$ cat config.mk
export PLATFORM = sky130hd
export DESIGN_NAME = text_console_cursor_engine
export DESIGN_NICKNAME = d
export VERILOG_FILES = /design/src/hdl/tcc_pkg.sv /design/src/hdl/tcc_front.sv /design/src/hdl/tcc_queue.sv /design/src/hdl/tcc_back.sv /design/src/hdl/text_console_cursor_engine.sv
export SDC_FILE = /design/constraint.sdc
export NUM_CORES = 1
export LEC_CHECK = 0
export BUFFER_PORTS_ARGS = -buffer_cell sky130_fd_sc_hd__clkbuf_2
export CORE_AREA = 2 2 152 154
export DETAILED_ROUTE_END_ITERATION = 10
export DIE_AREA = 0 0 154 156
export SYNTH_ARGS = -nofsm -noshare
export SYNTH_HDL_FRONTEND = slang
export SYNTH_SLANG_ARGS = --single-unit
$ cat constraint.sdc
create_clock -name clk -period 4.45 [get_ports clk]
set_input_delay 0 -clock clk [delete_from_list [all_inputs] [get_ports clk]]
set_output_delay 0 -clock clk [all_outputs]
set_load 0.01 [all_outputs]
$ cat src/hdl/tcc_pkg.sv
// shared types and constants of the text console cursor engine
`timescale 1ns / 1ps
package tcc_pkg;

  // configuration register indexes
  localparam logic [2:0] CFG_WIDE_MODE    = 3'd0;
  localparam logic [2:0] CFG_GLYPH_WIDTH  = 3'd1;
  localparam logic [2:0] CFG_GLYPH_HEIGHT = 3'd2;
  localparam logic [2:0] CFG_MAX_COLUMNS  = 3'd3;
  localparam logic [2:0] CFG_MAX_ROWS     = 3'd4;
  localparam logic [2:0] CFG_CLEAR_ENABLE = 3'd5;

  // wide_mode codes
  localparam logic [1:0] MODE_SINGLE = 2'd0;
  localparam logic [1:0] MODE_SJIS   = 2'd1;
  localparam logic [1:0] MODE_EUC    = 2'd2;

  // input opcodes
  localparam logic OP_TEXT = 1'b0;
  localparam logic OP_SET  = 1'b1;

  // control characters
  localparam logic [7:0] CHAR_CR  = 8'h0D;
  localparam logic [7:0] CHAR_LF  = 8'h0A;
  localparam logic [7:0] CHAR_TAB = 8'h09;
  localparam logic [7:0] EUC_SS2  = 8'h8E;

  localparam logic [10:0] TAB_PIXEL      = 11'(480 - 64 - 16 - 16 - 16);
  localparam logic [4:0]  NARROW_ADVANCE = 5'd7;

  typedef enum logic [1:0] {
    CMD_NARROW = 2'd0,
    CMD_WIDE   = 2'd1,
    CMD_CLEAR  = 2'd2
  } cmd_t;

  // classified action handed from front to back
  typedef enum logic [2:0] {
    ACT_SET,
    ACT_CR,
    ACT_LF,
    ACT_TAB,
    ACT_LEAD,
    ACT_CHAR,
    ACT_WIDE,
    ACT_EUC_NARROW
  } act_t;

  typedef struct packed {
    logic [1:0] wide_mode;
    logic [4:0] glyph_width;
    logic [5:0] glyph_height;
    logic [6:0] max_columns;
    logic [5:0] max_rows;
    logic       clear_enable;
  } cfg_t;

  typedef struct packed {
    act_t       act;
    logic [7:0] code1;
    logic [7:0] code2;
    logic       eob;
    logic [6:0] new_column;
    logic [5:0] new_row;
  } entry_t;

endpackage

$ cat src/hdl/tcc_front.sv
// front end: accepts items, tracks lead bytes and classifies each item
`timescale 1ns / 1ps
module tcc_front
  import tcc_pkg::*;
(
  input  logic       clk,
  input  logic       rst,
  input  cfg_t       cfg,
  input  logic       push,
  input  logic       opcode,
  input  logic [7:0] text_byte,
  input  logic       end_of_buffer,
  input  logic [6:0] new_column,
  input  logic [5:0] new_row,
  output entry_t     entry
);

  logic       lead_pending;
  logic [7:0] lead_value;
  logic       lead_pending_next;
  logic       is_lead;

  always_comb begin
    unique case (cfg.wide_mode)
      MODE_SJIS: is_lead = (text_byte >= 8'h81 && text_byte <= 8'h9F) ||
                           (text_byte >= 8'hE0 && text_byte <= 8'hEA) ||
                           (text_byte >= 8'hFA && text_byte <= 8'hFC);
      MODE_EUC:  is_lead = (text_byte == EUC_SS2) ||
                           (text_byte >= 8'hA1 && text_byte <= 8'hAD) ||
                           (text_byte >= 8'hB0 && text_byte <= 8'hF4) ||
                           (text_byte >= 8'hF9 && text_byte <= 8'hFC);
      default:   is_lead = 1'b0;
    endcase
  end

  always_comb begin
    entry.code1      = text_byte;
    entry.code2      = 8'h00;
    entry.eob        = end_of_buffer;
    entry.new_column = new_column;
    entry.new_row    = new_row;
    lead_pending_next = 1'b0;
    if (opcode == OP_SET) begin
      entry.act = ACT_SET;
    end else if (lead_pending) begin
      // any byte after a lead is its trail
      if (lead_value == EUC_SS2 && cfg.wide_mode == MODE_EUC) begin
        entry.act = ACT_EUC_NARROW;
      end else begin
        entry.act   = ACT_WIDE;
        entry.code1 = lead_value;
        entry.code2 = text_byte;
      end
    end else if (text_byte == CHAR_CR) begin
      entry.act = ACT_CR;
    end else if (text_byte == CHAR_LF) begin
      entry.act = ACT_LF;
    end else if (text_byte == CHAR_TAB) begin
      entry.act = ACT_TAB;
    end else if (is_lead) begin
      entry.act = ACT_LEAD;
      lead_pending_next = 1'b1;
    end else begin
      entry.act = ACT_CHAR;
    end
  end

  always_ff @(posedge clk) begin
    if (rst) begin
      lead_pending <= 1'b0;
      lead_value   <= 8'h00;
    end else if (push) begin
      lead_pending <= lead_pending_next;
      if (lead_pending_next) begin
        lead_value <= text_byte;
      end
    end
  end

endmodule

$ cat src/hdl/tcc_queue.sv
// short queue of classified items between front and back
`timescale 1ns / 1ps
module tcc_queue
  import tcc_pkg::*;
#(
  parameter int DEPTH = 2
) (
  input  logic   clk,
  input  logic   rst,
  input  logic   push,
  input  entry_t push_data,
  output logic   full,
  input  logic   pop,
  output logic   head_valid,
  output entry_t head
);

  localparam int PW = (DEPTH > 1) ? $clog2(DEPTH) : 1;
  localparam int CW = $clog2(DEPTH + 1);
  localparam logic [PW-1:0] LAST_SLOT = PW'(DEPTH - 1);

  entry_t        slots [DEPTH];
  logic [PW-1:0] wr_ptr;
  logic [PW-1:0] rd_ptr;
  logic [CW-1:0] count;

  assign full       = (count == CW'(DEPTH));
  assign head_valid = (count != '0);
  assign head       = slots[rd_ptr];

  always_ff @(posedge clk) begin
    if (push) begin
      slots[wr_ptr] <= push_data;
    end
  end

  always_ff @(posedge clk) begin
    if (rst) begin
      wr_ptr <= '0;
      rd_ptr <= '0;
      count  <= '0;
    end else begin
      if (push) begin
        wr_ptr <= (wr_ptr == LAST_SLOT) ? '0 : wr_ptr + PW'(1);
      end
      if (pop) begin
        rd_ptr <= (rd_ptr == LAST_SLOT) ? '0 : rd_ptr + PW'(1);
      end
      if (push && !pop) begin
        count <= count + CW'(1);
      end else if (pop && !push) begin
        count <= count - CW'(1);
      end
    end
  end

endmodule

$ cat src/hdl/tcc_back.sv
// back end: cursor state, glyph and clear-row result generation
`timescale 1ns / 1ps
module tcc_back
  import tcc_pkg::*;
(
  input  logic        clk,
  input  logic        rst,
  input  cfg_t        cfg,
  input  logic        head_valid,
  input  entry_t      head,
  output logic        pop,
  output logic        result_valid,
  input  logic        result_stall,
  output logic [1:0]  command,
  output logic [10:0] pixel_x,
  output logic [10:0] pixel_y,
  output logic [7:0]  first_code,
  output logic [7:0]  second_code,
  output logic        last
);

  logic [6:0]  cursor_column;
  logic [5:0]  cursor_row;
  logic [10:0] pixel_column;
  logic        clear_pending;

  logic [6:0]  cursor_column_next;
  logic [5:0]  cursor_row_next;
  logic [10:0] pixel_column_next;

  logic        out_free;
  logic        is_glyph;
  logic        advance_col;
  logic [6:0]  col_inc;
  logic        wrap;
  logic        row_adv;
  logic [5:0]  row_inc;
  logic        clear_need;
  logic        load_glyph;
  logic        load_clear;
  logic [9:0]  col_times7;
  logic [9:0]  next_col_times7;
  logic [10:0] glyph_x;
  logic [4:0]  glyph_adv;
  logic [11:0] row_product;
  cmd_t        glyph_cmd;

  assign out_free = !result_valid || !result_stall;

  assign is_glyph = (head.act == ACT_CHAR) || (head.act == ACT_WIDE) ||
                    (head.act == ACT_EUC_NARROW);
  assign advance_col = is_glyph || (head.act == ACT_TAB);
  assign col_inc     = cursor_column + 7'd1;
  assign wrap        = advance_col && (col_inc == cfg.max_columns);
  assign row_adv     = wrap || (head.act == ACT_LF);
  assign row_inc     = cursor_row + 6'd1;
  assign clear_need  = row_adv && cfg.clear_enable;

  // an item with a glyph needs the output register, the rest go straight through
  assign pop        = head_valid && !clear_pending && (!is_glyph || out_free);
  assign load_glyph = pop && is_glyph;
  assign load_clear = clear_pending && out_free;

  // times seven as shift and subtract
  assign col_times7      = {cursor_column, 3'b000} - {3'b000, cursor_column};
  assign next_col_times7 = {cursor_column_next, 3'b000} - {3'b000, cursor_column_next};

  always_comb begin
    glyph_x   = pixel_column;
    glyph_adv = NARROW_ADVANCE;
    glyph_cmd = CMD_NARROW;
    unique case (head.act)
      ACT_CHAR: begin
        if (cfg.wide_mode == MODE_SINGLE) begin
          glyph_x   = {1'b0, col_times7};
          glyph_adv = cfg.glyph_width;
        end
      end
      ACT_WIDE: begin
        glyph_adv = cfg.glyph_width;
        glyph_cmd = CMD_WIDE;
      end
      default: ;
    endcase
  end

  always_comb begin
    cursor_column_next = cursor_column;
    cursor_row_next    = cursor_row;
    unique case (head.act)
      ACT_SET: begin
        if (head.new_column < cfg.max_columns) cursor_column_next = head.new_column;
        if (head.new_row < cfg.max_rows) cursor_row_next = head.new_row;
      end
      ACT_CR, ACT_LF: cursor_column_next = 7'd0;
      default: begin
        if (advance_col) cursor_column_next = wrap ? 7'd0 : col_inc;
      end
    endcase
    if (row_adv) begin
      cursor_row_next = (row_inc == cfg.max_rows) ? 6'd0 : row_inc;
    end
  end

  always_comb begin
    pixel_column_next = pixel_column;
    unique case (head.act)
      ACT_CR, ACT_LF: pixel_column_next = 11'd0;
      ACT_TAB:        pixel_column_next = wrap ? 11'd0 : TAB_PIXEL;
      ACT_CHAR, ACT_WIDE, ACT_EUC_NARROW:
        pixel_column_next = wrap ? 11'd0 : glyph_x + {6'd0, glyph_adv};
      default: ;
    endcase
    if (head.act == ACT_SET || head.eob) begin
      pixel_column_next = {1'b0, next_col_times7};
    end
  end

  // row register is already advanced when a clear result is loaded
  assign row_product = cursor_row * cfg.glyph_height;

  always_ff @(posedge clk) begin
    if (rst) begin
      cursor_column <= 7'd0;
      cursor_row    <= 6'd0;
      pixel_column  <= 11'd0;
      clear_pending <= 1'b0;
      result_valid  <= 1'b0;
    end else begin
      if (pop) begin
        cursor_column <= cursor_column_next;
        cursor_row    <= cursor_row_next;
        pixel_column  <= pixel_column_next;
        clear_pending <= clear_need;
      end else if (load_clear) begin
        clear_pending <= 1'b0;
      end
      if (out_free) begin
        result_valid <= load_glyph || load_clear;
      end
    end
  end

  always_ff @(posedge clk) begin
    if (load_glyph) begin
      command     <= glyph_cmd;
      pixel_x     <= glyph_x;
      pixel_y     <= row_product[10:0];
      first_code  <= head.code1;
      second_code <= head.code2;
      last        <= !clear_need;
    end else if (load_clear) begin
      command     <= CMD_CLEAR;
      pixel_x     <= 11'd0;
      pixel_y     <= row_product[10:0];
      first_code  <= 8'h00;
      second_code <= 8'h00;
      last        <= 1'b1;
    end
  end

endmodule

$ cat src/hdl/text_console_cursor_engine.sv
// top level of the text console cursor engine
`timescale 1ns / 1ps
//
//  channel   handshake                 payload
//  item      item_valid / item_stall   opcode text_byte end_of_buffer new_column new_row
//  result    result_valid/result_stall command pixel_x pixel_y first_code second_code last
//  config    cfg_write                 cfg_index cfg_data
//
//  an item is taken every cycle while the queue has room; the back end pops
//  an item only while no clear-row result is pending, so an item that also clears
//  a row (a column wrap or a line feed with clears on) holds it until that clear is loaded
//  the back end's single output register paces results at one per cycle while result_stall is low
//  rst is synchronous and clears cursor, pixel column, lead byte and queue;
//  registers return to their documented defaults
//  result_stall holds the output register; the queue fills, then item_stall rises
//
module text_console_cursor_engine
  import tcc_pkg::*;
#(
  parameter int QUEUE_DEPTH = 2
) (
  input  logic        clk,
  input  logic        rst,
  // configuration write port
  input  logic        cfg_write,
  input  logic [2:0]  cfg_index,
  input  logic [6:0]  cfg_data,
  // item channel
  input  logic        item_valid,
  output logic        item_stall,
  input  logic        opcode,
  input  logic [7:0]  text_byte,
  input  logic        end_of_buffer,
  input  logic [6:0]  new_column,
  input  logic [5:0]  new_row,
  // result channel
  output logic        result_valid,
  input  logic        result_stall,
  output logic [1:0]  command,
  output logic [10:0] pixel_x,
  output logic [10:0] pixel_y,
  output logic [7:0]  first_code,
  output logic [7:0]  second_code,
  output logic        last
);

  cfg_t   cfg;
  entry_t front_entry;
  entry_t head;
  logic   push;
  logic   pop;
  logic   q_full;
  logic   head_valid;

  // configuration registers; the user must write them only while idle, the block does not enforce it
  always_ff @(posedge clk) begin
    if (rst) begin
      cfg.wide_mode    <= MODE_SINGLE;
      cfg.glyph_width  <= 5'd7;
      cfg.glyph_height <= 6'd14;
      cfg.max_columns  <= 7'd68;
      cfg.max_rows     <= 6'd18;
      cfg.clear_enable <= 1'b1;
    end else if (cfg_write) begin
      unique case (cfg_index)
        CFG_WIDE_MODE:    cfg.wide_mode    <= cfg_data[1:0];
        CFG_GLYPH_WIDTH:  cfg.glyph_width  <= cfg_data[4:0];
        CFG_GLYPH_HEIGHT: cfg.glyph_height <= cfg_data[5:0];
        CFG_MAX_COLUMNS:  cfg.max_columns  <= cfg_data;
        CFG_MAX_ROWS:     cfg.max_rows     <= cfg_data[5:0];
        CFG_CLEAR_ENABLE: cfg.clear_enable <= cfg_data[0];
        default: ;  // unused indexes are ignored
      endcase
    end
  end

  // stall only on a full queue, never on valid
  assign item_stall = q_full;
  assign push       = item_valid && !item_stall;

  // front: lead byte tracking and classification
  tcc_front u_front (
    .clk           (clk),
    .rst           (rst),
    .cfg           (cfg),
    .push          (push),
    .opcode        (opcode),
    .text_byte     (text_byte),
    .end_of_buffer (end_of_buffer),
    .new_column    (new_column),
    .new_row       (new_row),
    .entry         (front_entry)
  );

  // decoupling queue
  tcc_queue #(
    .DEPTH (QUEUE_DEPTH)
  ) u_queue (
    .clk        (clk),
    .rst        (rst),
    .push       (push),
    .push_data  (front_entry),
    .full       (q_full),
    .pop        (pop),
    .head_valid (head_valid),
    .head       (head)
  );

  // back: cursor state and result generation
  tcc_back u_back (
    .clk          (clk),
    .rst          (rst),
    .cfg          (cfg),
    .head_valid   (head_valid),
    .head         (head),
    .pop          (pop),
    .result_valid (result_valid),
    .result_stall (result_stall),
    .command      (command),
    .pixel_x      (pixel_x),
    .pixel_y      (pixel_y),
    .first_code   (first_code),
    .second_code  (second_code),
    .last         (last)
  );

  // a clear-row result always closes its transaction group
  a_clear_is_last: assert property (@(posedge clk) disable iff (rst)
    result_valid && command == CMD_CLEAR |-> last)
    else $error("clear-row result without last");

  // a result that is not last is followed by its partner without a gap
  a_partner_follows: assert property (@(posedge clk) disable iff (rst)
    result_valid && !last |=> result_valid)
    else $error("gap after a non-final result");

  // narrow glyphs carry no trail byte
  a_narrow_no_trail: assert property (@(posedge clk) disable iff (rst)
    result_valid && command == CMD_NARROW |-> second_code == 8'h00)
    else $error("narrow glyph with trail byte");

  // the back end never pops an empty queue
  a_pop_has_data: assert property (@(posedge clk) disable iff (rst)
    pop |-> head_valid)
    else $error("pop from empty queue");

endmodule

==> key figures <==
Routing
  – DRT antenna net count: 0
  – DR iter-0 viols: about 420
  – Number of vias in the routed layout: roughly 7,600
  – DR DRC count: 0
  – Routed length per instance: 17.2 microns
  – Vias/cell: roughly 5.5
  – Drt first pass iters: 5
  – DRT Wirelength: around 24,000 microns

Clocking
  – TritonCTS clock tree: built
  – Total CTS buffers: 17
  – Root buffer cell: clkbuf_16
  – Clk slew on worst S/H paths: approximately 0.080 ns
  – Htree depth: 4
  – Clk Latency, worst-skew pair: 0.44 ns
  – CTS max path bufs: 2
  – Clock Sink Count: 174

Timing
  – Setup Skew: roughly 0.013 ns
  – Final worst path period share: a little over nine tenths
  – Setup ws final: around 0.22 ns
  – Slew @ Worst Pin: 1.30 ns
  – Final Setup Violations: 0
  – Achievable frequency: 236 MHz
  – Slew headroom: 12.1%
  – Final Slew Violations: 0
  – RSZ-0062 raised after global routing: yes
  – Hold Vio Cnt, Final: 0
  – Crit path time final: approximately 4.2 ns

Yosys
  – Seq/Total Area, Yosys: ~46%
  – Syn. warnings: 0
  – Syn Area/Cell: roughly 10 sq um
  – Main flop type after synthesis: edfxtp_1
  – Synthesized instance count: between 900 and 1,000
  – Register bit count reported by yosys: 174
  – Cell Area, Synth: a little under 10,000 sq um
  – Post-synth EDFFs: about 110
  – Syn nets: about 1,100
  – Synth unique cells: 78
  – FFs w/ async S/R, synth: 0%

Finish
  – Inserted Diodes: 0
  – Commonest non-fill, non-tap cell in the layout: nor2_1
  – Final #Nets: about 1,200
  – Commonest non-fill, non-tap cells in the layout: 114 x nor2_1, 107 x edfxtp_1, 80 x clkbuf_2
  – Layout cells sized above 1: between 15 and 20%
  – Finished Core Util: a little over half
  – P&R area growth vs syn: 18.3%

Job
  – Max-cap viol count: 0

Die
  – I/O pins: roughly 80
  – Die Wd: roughly 150 microns
  – Initial Util: between 40 and 50%
  – DIE HEIGHT: between 150 and 200 microns
  – Row count: 55
  – Die area: 24,000 sq um
  – Core area: roughly 22,000 sq um

Place
  – GPL Wtd Cong: 0.960
  – HPWL after DPL: about 17,000 microns
  – Worst slack, placed: between 0.1 and 0.15 ns
  – PortBufs: 80

Global routing
  – Global-route wire length before repair: approximately 39,000 microns
  – Largest net degree at the start of global routing: 70
  – Antenna violations before repair: 0
  – Total GRT Usage: about 21%
  – Gr ovfl total: 0
  – Number of global-route vias before repair: approximately 7,400

Hold path
  – Hold crit path type: in2reg
  – Hold path startpoint: item_valid

Worst setup path
  – Crit path max fanout: 21
  – Arrival @ worst endpoint: 4.56 ns
  – Crit Path Class: reg2reg
  – Crit. End Element: flip-flop
  – Startpoint Class: flip-flop
  – CP Data Required Time: about 4.8 ns

Power and ir drop
  – Pwr/cell area: just under 600 nW/um^2
  – Leakage: about 4.6 nW
  – Peak VDD IR: 0.302 mV

Run status
  – Run status: completed
cells in the mapped netlist, drive strengths merged, types with 13 or more instances:
cell,n,area share (%)
a211oi,17,1.3
a21oi,52,2.7
and2,33,2.1
buf,13,0.81
clkbuf,29,1.1
dfxtp,67,14
edfxtp,107,32
fa,17,3.4
ha,51,6.4
inv,62,2.3
mux2,20,2.3
mux2i,39,3.9
nand2,60,2.3
nand3,22,1.1
nor2,118,4.6
nor3,22,1.1
o21ai,39,2.0
xnor2,36,3.2
xor2,14,1.2
worst max-delay path, stage by stage, from the launching register on:
cell      delay, ns
dfxtp_2        0.44
buf_4          0.35
buf_4          0.33
nor3b_1        0.10
o211ai_1       0.47
nand2_1        0.12
o21ai_0        0.19
ha_1           0.25
inv_1          0.06
fa_1           0.41
inv_1          0.08
a21oi_1        0.07
o21bai_1       0.22
a21oi_1        0.11
nor2_1         0.18
and3b_1        0.22
nand3_1        0.12
xnor2_1        0.17
o41ai_1        0.24
registers in the layout, indices dropped and copies added (netlist names), named ones only:
register              flops
u_queue.wr_ptr            1
u_back.cursor_row         6
u_queue.count             2
u_queue.slots            66
u_back.second_code        8
cfg                      27
u_back.command            2
u_queue.rd_ptr            1
u_back.pixel_y           11
u_back.result_valid       1
u_front.lead_pending      1
u_front.lead_value        8
u_back.pixel_x           11
u_back.pixel_column      11
u_back.cursor_column      7
u_back.last               1
u_back.clear_pending      1
u_back.first_code         8
layout make-up:
type,instances,area (sq um)
multi-input cells,690,4980
clock buffers,17,425
clock inverters,15,236
fillers,2003,10600
inverters,62,233
repair buffers,139,938
flip-flops and latches,174,4560
well taps,285,357
per-stage QoR:
stage / instances / cell area (sq um) / hold WS, ns / TNS [ns] / power [W]
floorplan: 968 / 9920 / 0.0989 / 0 / 0.00445
global placement: 1316 / 10700 / 0.191 / 0 / 0.00530
detailed placement: 1316 / 10700 / 0.193 / 0 / 0.00531
CTS: 1381 / 11700 / 0.0306 / 0 / 0.00698
global route: 1382 / 11700 / 0.0632 / -0.144 / 0.00747
finish: 1382 / 11700 / 0.0497 / 0 / 0.00700
timing repair:
item	4_1_cts	5_1_grt
buffers inserted	0	1
hold buffers	33	0
endpoints found under the setup margin	0	4
resized for setup	0	10
hold endpoints to repair	76	0
power by group:
part           switching [W]  internal, W
sequential          0.000211      0.00207
clock               0.000819     0.000804
combinational        0.00182      0.00127
total                0.00285      0.00415
layer usage:
| metal | global-route usage (%) | up-vias | routed length [microns] | part of all wire (%) |
|---|---|---|---|---|
| met5 | 0 | - | 0 | 0 |
| met4 | 8.10 | 0 | 674 | 2.8 |
| met3 | 3.42 | 52 | 954 | 4.0 |
| met2 | 34.4 | 199 | 11100 | 47 |
| met1 | 26.9 | 3603 | 11100 | 47 |
| li1 | - | 3698 | - | - |
final timing paths:
kind	endpoint	cells after the start	slack (ns)
worst min register to register	cfg[20]	1	0.47
worst min-delay path	u_front.lead_pending	4	0.05
worst max-delay path	u_back.pixel_column[10]	18	0.22
worst max register to register	u_back.pixel_column[10]	18	0.22
logic make-up (layout without fill, tap and decap cells):
logic type      count (synthesis)  after routing  share of synthesized area, %
compound gates                192            192                          13.5
fa+ha+maj                      68             68                          9.87
xor+xnor                       50             50                          4.42
simple gates                  321            321                          15.8
buf+inv                       104            233                          4.30
flops                         174            174                          45.9
mux                            59             59                          6.21
Note: power is estimated with default switching activity, not from simulation.
